==> config.mk <==
export PLATFORM = sky130hd
export DESIGN_NAME = address_filter_set_unit
export DESIGN_NICKNAME = d
export VERILOG_FILES = /design/src/afs_pkg.sv /design/src/afs_ram.sv /design/src/address_filter_set_unit.sv
export SDC_FILE = /design/constraint.sdc
export NUM_CORES = 2
export LEC_CHECK = 0
export BUFFER_PORTS_ARGS = -buffer_cell sky130_fd_sc_hd__buf_2
export CAP_MARGIN = 40
export CORE_MARGIN = 8
export CORE_UTILIZATION = 60
export CTS_CLUSTER_SIZE = 40
export DETAILED_ROUTE_END_ITERATION = 10
export PLACE_DENSITY = 0.79
export SYNTH_ARGS = -nofsm -noshare
export SYNTH_HDL_FRONTEND = slang
export SYNTH_HIERARCHICAL = 1
export SYNTH_SLANG_ARGS = --single-unit
==> constraint.sdc <==
create_clock -name clk -period 11.3 [get_ports clk]
set_clock_uncertainty 0.05 [all_clocks]
set_input_delay 2.26 -clock clk [delete_from_list [all_inputs] [get_ports clk]]
set_output_delay 2.26 -clock clk [all_outputs]
set_load 0.005 [all_outputs]
==> src/afs_pkg.sv <==
package afs_pkg;

  // Default sizes of the filter table
  localparam int CAPACITY_DEF       = 32;
  localparam int MAX_ADDR_BYTES_DEF = 8;

  // Fixed widths of the stream and configuration fields
  localparam int ADDR_W   = 64;
  localparam int OP_W     = 2;
  localparam int STATUS_W = 2;
  localparam int COUNT_W  = 6;
  localparam int LEN_W    = 4;

  // Reset value of the compare length, in bytes
  localparam logic [LEN_W-1:0] ADDR_LEN_RST = 4'd6;

  // Operation codes
  localparam logic [OP_W-1:0] OP_INSERT = 2'd0;
  localparam logic [OP_W-1:0] OP_REMOVE = 2'd1;
  localparam logic [OP_W-1:0] OP_LOOKUP = 2'd2;
  localparam logic [OP_W-1:0] OP_CLEAR  = 2'd3;

  // Status codes
  localparam logic [STATUS_W-1:0] ST_OK         = 2'd0;
  localparam logic [STATUS_W-1:0] ST_PRESENT    = 2'd1;
  localparam logic [STATUS_W-1:0] ST_NOT_FOUND  = 2'd2;
  localparam logic [STATUS_W-1:0] ST_TABLE_FULL = 2'd3;

  // Byte mask for a compare length; zero acts as one byte, long lengths saturate
  function automatic logic [ADDR_W-1:0] byte_mask(input logic [LEN_W-1:0] len,
                                                   input int max_bytes);
    int n;
    logic [ADDR_W-1:0] m;
    n = int'(len);
    if (n < 1) n = 1;
    if (n > max_bytes) n = max_bytes;
    m = '0;
    for (int b = 0; b < ADDR_W / 8; b++) begin
      if (b < n) m[8*b +: 8] = 8'hff;
    end
    return m;
  endfunction

endpackage

==> src/afs_ram.sv <==
module afs_ram #(
  parameter int WIDTH  = 64,
  parameter int DEPTH  = 32,
  parameter int ADDR_W = (DEPTH > 1) ? $clog2(DEPTH) : 1
) (
  input  logic              clk,
  input  logic              we,
  input  logic [ADDR_W-1:0] waddr,
  input  logic [WIDTH-1:0]  wdata,
  input  logic              re,
  input  logic [ADDR_W-1:0] raddr,
  output logic [WIDTH-1:0]  rdata
);

  logic [WIDTH-1:0] mem [DEPTH];

  // Write port and registered read port
  always_ff @(posedge clk) begin
    if (we) begin
      mem[waddr] <= wdata;
    end
    if (re) begin
      rdata <= mem[raddr];
    end
  end

endmodule

==> src/address_filter_set_unit.sv <==
// Exact-match address filter table. Each input word carries an operation
// (insert, remove, lookup, clear) and an address; only the low bytes given by
// the configured compare length are stored and compared. Every word gives one
// result word with a status, a found flag and the entry count after the
// operation. Keys sit in a single-port-read RAM that one comparator walks
// entry by entry, so an insert, remove or lookup runs through the accept,
// scan (one RAM read per entry), drain and finish states before the next word
// is accepted; a clear goes straight from accept to finish. A result word still
// waiting on out_tready holds the finish state. The table needs no clearing pass
// after reset: per-entry valid flops mark which keys are live.
module address_filter_set_unit #(
  parameter int CAPACITY       = afs_pkg::CAPACITY_DEF,
  parameter int MAX_ADDR_BYTES = afs_pkg::MAX_ADDR_BYTES_DEF
) (
  input  logic                          clk,
  input  logic                          rst_n,
  // Configuration: compare length in bytes
  input  logic                          cfg_wr_en,
  input  logic [afs_pkg::LEN_W-1:0]     cfg_wr_data,
  // Input stream
  input  logic                          in_tvalid,
  output logic                          in_tready,
  input  logic [afs_pkg::ADDR_W-1:0]    in_tdata,  // [63:0] address
  input  logic [afs_pkg::OP_W-1:0]      in_tuser,  // [1:0] operation
  // Result stream
  output logic                          out_tvalid,
  input  logic                          out_tready,
  output logic [15:0]                   out_tdata  // [1:0] status, [2] found,
                                                   // [8:3] entry_count, zero fill
);

  localparam int KEY_W = 8 * MAX_ADDR_BYTES;
  localparam int IDX_W = (CAPACITY > 1) ? $clog2(CAPACITY) : 1;
  localparam int CNT_W = $clog2(CAPACITY + 1);
  localparam logic [IDX_W-1:0] LAST_IDX = IDX_W'(CAPACITY - 1);
  localparam logic [CNT_W-1:0] CNT_ONE  = CNT_W'(1);
  localparam logic [CNT_W-1:0] CNT_CAP  = CNT_W'(CAPACITY);

  typedef enum logic [1:0] {S_IDLE, S_SCAN, S_DRAIN, S_FINISH} state_t;

  state_t                           state_r;
  logic [afs_pkg::LEN_W-1:0]        key_len_r;
  logic [afs_pkg::OP_W-1:0]         op_r;
  logic [KEY_W-1:0]                 key_r;
  logic [KEY_W-1:0]                 mask_r;
  logic [IDX_W-1:0]                 idx_r;
  logic                             cmp_vld_r;
  logic [IDX_W-1:0]                 cmp_idx_r;
  logic                             found_r;
  logic                             free_vld_r;
  logic [IDX_W-1:0]                 free_idx_r;
  logic [CAPACITY-1:0]              valid_r;
  logic [CNT_W-1:0]                 cnt_r;
  logic [CNT_W-1:0]                 cnt_nxt;
  logic                             out_tvalid_r;
  logic [15:0]                      out_tdata_r;

  logic [afs_pkg::ADDR_W-1:0]       mask_full;
  logic [KEY_W-1:0]                 rd_key;
  logic                             hit;
  logic                             out_free;
  logic                             ram_we;
  logic [afs_pkg::STATUS_W-1:0]     status;
  logic [CNT_W+afs_pkg::COUNT_W-1:0] cnt_ext;

  assign mask_full = afs_pkg::byte_mask(key_len_r, MAX_ADDR_BYTES);
  assign in_tready = (state_r == S_IDLE);
  assign out_free  = !out_tvalid_r || out_tready;

  // Key store, read one entry per scan cycle
  afs_ram #(
    .WIDTH (KEY_W),
    .DEPTH (CAPACITY)
  ) u_key_ram (
    .clk   (clk),
    .we    (ram_we),
    .waddr (free_idx_r),
    .wdata (key_r),
    .re    (state_r == S_SCAN),
    .raddr (idx_r),
    .rdata (rd_key)
  );

  // Compare the entry read last cycle
  assign hit = cmp_vld_r && valid_r[cmp_idx_r] && (((rd_key ^ key_r) & mask_r) == '0);

  // Write the new key when an insert finds room
  assign ram_we = (state_r == S_FINISH) && out_free && (op_r == afs_pkg::OP_INSERT) &&
                  !found_r && free_vld_r;
  assign cnt_nxt = ram_we ? cnt_r + CNT_ONE : cnt_r;

  // Result status
  always_comb begin
    status = afs_pkg::ST_OK;
    unique case (op_r)
      afs_pkg::OP_INSERT: begin
        if (found_r)          status = afs_pkg::ST_PRESENT;
        else if (!free_vld_r) status = afs_pkg::ST_TABLE_FULL;
      end
      afs_pkg::OP_REMOVE: begin
        if (!found_r) status = afs_pkg::ST_NOT_FOUND;
      end
      afs_pkg::OP_LOOKUP: status = afs_pkg::ST_OK;
      afs_pkg::OP_CLEAR:  status = afs_pkg::ST_OK;
      default:            status = afs_pkg::ST_OK;
    endcase
  end

  assign cnt_ext = {{afs_pkg::COUNT_W{1'b0}}, cnt_nxt};

  // Sequencer, table state and result register
  always_ff @(posedge clk) begin
    if (!rst_n) begin
      state_r      <= S_IDLE;
      key_len_r    <= afs_pkg::ADDR_LEN_RST;
      cmp_vld_r    <= 1'b0;
      valid_r      <= '0;
      cnt_r        <= '0;
      out_tvalid_r <= 1'b0;
    end else begin
      if (cfg_wr_en) begin
        key_len_r <= cfg_wr_data;
      end

      // Drop the result once taken, unless the finish step loads the next one
      if (out_tvalid_r && out_tready && state_r != S_FINISH) begin
        out_tvalid_r <= 1'b0;
      end

      cmp_vld_r <= (state_r == S_SCAN);
      cmp_idx_r <= idx_r;

      // Track hits, remove matches and remember the first free entry
      if (cmp_vld_r) begin
        if (hit) begin
          found_r <= 1'b1;
          if (op_r == afs_pkg::OP_REMOVE) begin
            valid_r[cmp_idx_r] <= 1'b0;
            cnt_r              <= cnt_r - CNT_ONE;
          end
        end
        if (!valid_r[cmp_idx_r] && !free_vld_r) begin
          free_vld_r <= 1'b1;
          free_idx_r <= cmp_idx_r;
        end
      end

      unique case (state_r)
        S_IDLE: begin
          if (in_tvalid) begin
            op_r       <= in_tuser;
            key_r      <= in_tdata[KEY_W-1:0] & mask_full[KEY_W-1:0];
            mask_r     <= mask_full[KEY_W-1:0];
            idx_r      <= '0;
            found_r    <= 1'b0;
            free_vld_r <= 1'b0;
            if (in_tuser == afs_pkg::OP_CLEAR) begin
              valid_r <= '0;
              cnt_r   <= '0;
              state_r <= S_FINISH;
            end else begin
              state_r <= S_SCAN;
            end
          end
        end
        S_SCAN: begin
          if (idx_r == LAST_IDX) begin
            state_r <= S_DRAIN;
          end else begin
            idx_r <= idx_r + IDX_W'(1);
          end
        end
        S_DRAIN: begin
          state_r <= S_FINISH;
        end
        S_FINISH: begin
          if (out_free) begin
            if (ram_we) begin
              valid_r[free_idx_r] <= 1'b1;
              cnt_r               <= cnt_nxt;
            end
            out_tvalid_r <= 1'b1;
            out_tdata_r  <= {7'd0, cnt_ext[afs_pkg::COUNT_W-1:0], found_r, status};
            state_r      <= S_IDLE;
          end
        end
        default: state_r <= S_IDLE;
      endcase
    end
  end

  assign out_tvalid = out_tvalid_r;
  assign out_tdata  = out_tdata_r;

  // Count always matches the number of live entries
  a_count_tracks_valid: assert property (@(posedge clk) disable iff (!rst_n)
    cnt_r == CNT_W'($countones(valid_r)))
    else $error("entry count out of step with valid flags");

  // Count never exceeds the table size
  a_count_bound: assert property (@(posedge clk) disable iff (!rst_n)
    cnt_r <= CNT_CAP)
    else $error("entry count above capacity");

  // A clear empties the table at once
  a_clear_empties: assert property (@(posedge clk) disable iff (!rst_n)
    (in_tvalid && in_tready && in_tuser == afs_pkg::OP_CLEAR) |=> (valid_r == '0))
    else $error("clear left valid entries");

  // An insert only fills an entry that was free
  a_insert_free_slot: assert property (@(posedge clk) disable iff (!rst_n)
    ram_we |-> !valid_r[free_idx_r])
    else $error("insert overwrote a live entry");

  // No new word is taken while a scan is running
  a_no_accept_in_scan: assert property (@(posedge clk) disable iff (!rst_n)
    (cmp_vld_r || state_r == S_SCAN) |-> !in_tready)
    else $error("input accepted during scan");

endmodule

==> reports/metrics.cfg <==
[outcome]
status = finished, final reports clean

[grt]
grt_pass1_wl_um = 319000
antenna_found_initial = 13
grt_usage_pct = 28.5
grt_pass1_vias = 43400
gr-total-overflow = 0
grt_max_degree = 116

[route]
vias = 43100
drtIter0Drc = 6849
drcViolationCount = 0
ant_nets = 0
first_pass_iters = 8
wl_per_cell_um = 36.9
vias_per_cell = 7.07
wl_um = 225000

[critical_path]
cp_num_cells = 7
critPathTopFamily = simple AND/OR/NAND/NOR gates
crit_chain = buf_2 -> nand2b_1 -> nand3_1 -> inv_2 -> or3b_2 -> nor2_4 -> buf_4
endpoint = u_key_ram/mem[8][17]
reg2regPathDepth = 6
cp_slowest_stage_delay_ns = 0.76
r2r-start = found_r
cp_max_fo = 43
startpoint_type = input port
critical_path_required_ns = 11.71
r2r_end = u_key_ram/mem[8][17]
crit_arrival_ns = 5.59
critPathSlowestCell = buf_4
cp.buffers_inverters = 3
crit_type = input port to flip-flop
end_kind = flip-flop
crit_path_start = out_tready
ff2ff_setup_slack_ns = 6.87

[sta]
drv_slew = 0
final.setup.worst_slack_ns = 6.12
hold-worst-slack_ns = 0.445
setup_violations = 0
hold_viol = 0
min_period_ns = 5.18
relSlewSlack_pct = 31.8
rsz0062_at_grt = false
tightestPinTransition_ns = 1.02
timing.fmax_ghz = 0.193
tns_ns = 0
fin_crit_sh_pct = 45.8

[power_and_ir_drop]
peakVddDrop_mv = 0.187
swShare_pct = 25.8
power_density_mw_per_mm2 = 204
internal_power_mw = 14.8
switchingPower_mw = 5.15
pwr-share-comb_pct = 17.2
p_clk_share_pct = 34.5
p_seq_share_pct = 48.2
p_leak_nw = 30.4

[cts]
clock-sinks = 2258
h-tree-depth = 4
clk_latency_ns = 0.87
numCtsBuffers = 209
clockBufferDepth = 3
root_buffer = clkbuf_16
cts_tree = yes
cts_hold_buffers = 0
post_cts_buffers = 0
clk_pin_slew_ns = 0.06
post_cts_resized = 0

[layout]
nets = 4101
area_growth_pct = 12.5
regArea_mm2 = 0.0673
multi_input_area_mm2 = 0.0187
fillCellCount = 8177
drive_above_1_share_pct = 30.9

[run]
drv_cap = 0

[floorplan]
fp-row-count = 139
pin_count = 93
dieWidth_um = 396
dieArea_mm2 = 0.157
dieHeight_um = 396
initial_core_util_pct = 60.4
core-area_mm2 = 0.144

[yosys]
yosys-top-cells-count = 2212 x edfxtp_1, 603 x mux4_2, 81 x clkbuf_1
yosysSeqAreaShare_pct = 77.6
synth_most_common_cell = edfxtp_1
syn_area_mm2 = 0.0868
synthFlopType = edfxtp_1
synth_top_area_share_pct = 76.5
syn_area_per_cell_um2 = 23.2
synth_edf_count = 2212
async_reset_ff_share_pct = 0
syn_inst = 3735
ys_types = 64
netlist_top_cells_area = edfxtp_1 77%, mux4_2 16%, dfxtp_1 1.1%
yosysWarnings = 6
synth_seq_cells = 2258
synth_area_leader_cell = edfxtp_1

[min_path]
hp-class = flip-flop to flip-flop
holdPathStages = 1

[placement]
place_ws_ns = 5.13
place.gp.congestion = 0.822
dp_hpwl_um = 119000
io_buffers = 85

worst min path at each step:
stage	start	to	slack, ns
floorplan	cmp_idx_r[4]	free_idx_r[4]	0.37
global placement	valid_r[11]	valid_r[11]	0.42
detailed placement	valid_r[29]	valid_r[29]	0.43
CTS	valid_r[29]	valid_r[29]	0.45
global route	valid_r[21]	valid_r[21]	0.47
finish	valid_r[25]	valid_r[25]	0.45
flip-flops by register name, indices dropped and copies added, names as in the netlist, 4 cells and up:
| register | cells |
|---|---|
| key_r | 64 |
| cnt_r | 6 |
| valid_r | 32 |
| u_key_ram/mem | 2048 |
| free_idx_r | 5 |
| u_key_ram/rdata | 64 |
| cmp_idx_r | 5 |
| idx_r | 5 |
| mask_r | 8 |
| key_len_r | 4 |
| out_tdata | 9 |
routing by layer:
layer  global-route usage [%]  share of wire, %  vias up
met5                        0             0.018        -
met2                     45.3                48     3602
li1                         -                 -    16400
met1                     39.0                35    22400
met4                     10.7               4.3        6
met3                     7.01                13      605
placed cells by master (no fill, tap or decap), drive strengths merged, types with 16 or more instances in the layout:
master / count
bufinv: 16
nand2: 41
a32o: 28
nor2b: 43
inv: 18
nor3: 31
nand4: 34
xnor2: 71
dfxtp: 46
edfxtp: 2212
o21ai: 25
mux2i: 53
clkbuf: 245
mux2: 79
buf: 265
and2: 33
clkinv: 99
mux4: 603
nor2: 72
layout make-up:
| type | count | area share (%) |
|---|---|---|
| flip-flops and latches | 2258 | 68.9 |
| clock buffers | 245 | 5.54 |
| inverters | 14 | 0.0538 |
| well taps | 1903 | 2.44 |
| diodes | 6 | 0.0154 |
| repair buffers | 266 | 2.58 |
| clock inverters | 132 | 1.26 |
| multi-input cells | 1269 | 19.2 |
kinds of logic (layout without fill, tap and decap cells):
family / Yosys count / after routing / synth area share (%)
other cells: 2 / 14 / 0.00865
simple gates: 310 / 310 / 1.92
flops: 2258 / 2258 / 77.6
compound gates: 135 / 135 / 1.19
buf+inv: 214 / 657 / 1.18
xor+xnor: 73 / 73 / 0.736
fa+ha+maj: 8 / 8 / 0.115
mux: 735 / 735 / 17.3
metrics by stage:
stage                     power, mW  cell area, um^2  std cells  util [%]
after floorplan                12.0            86800       3741         -
after global placement         13.0            90100       5665      62.7
after detailed placement       13.1            91000       5709      63.4
after CTS                      20.0            97700       6086      68.0
after global routing           20.4            97700       6087      68.0
final                          19.9            97700       6093      68.0
power groups by stage:
stage          clock, mW  sequential, mW  combinational [mW]
6_report            6.89            9.62                3.44
5_1_grt             7.24            9.63                3.57
4_1_cts             6.94            9.62                3.43
3_5_place_dp           0            9.79                3.32
3_3_place_gp           0            9.82                3.16
2_1_floorplan          0            9.86                2.14
No activity file was read; power rests on OpenSTA's default activity.
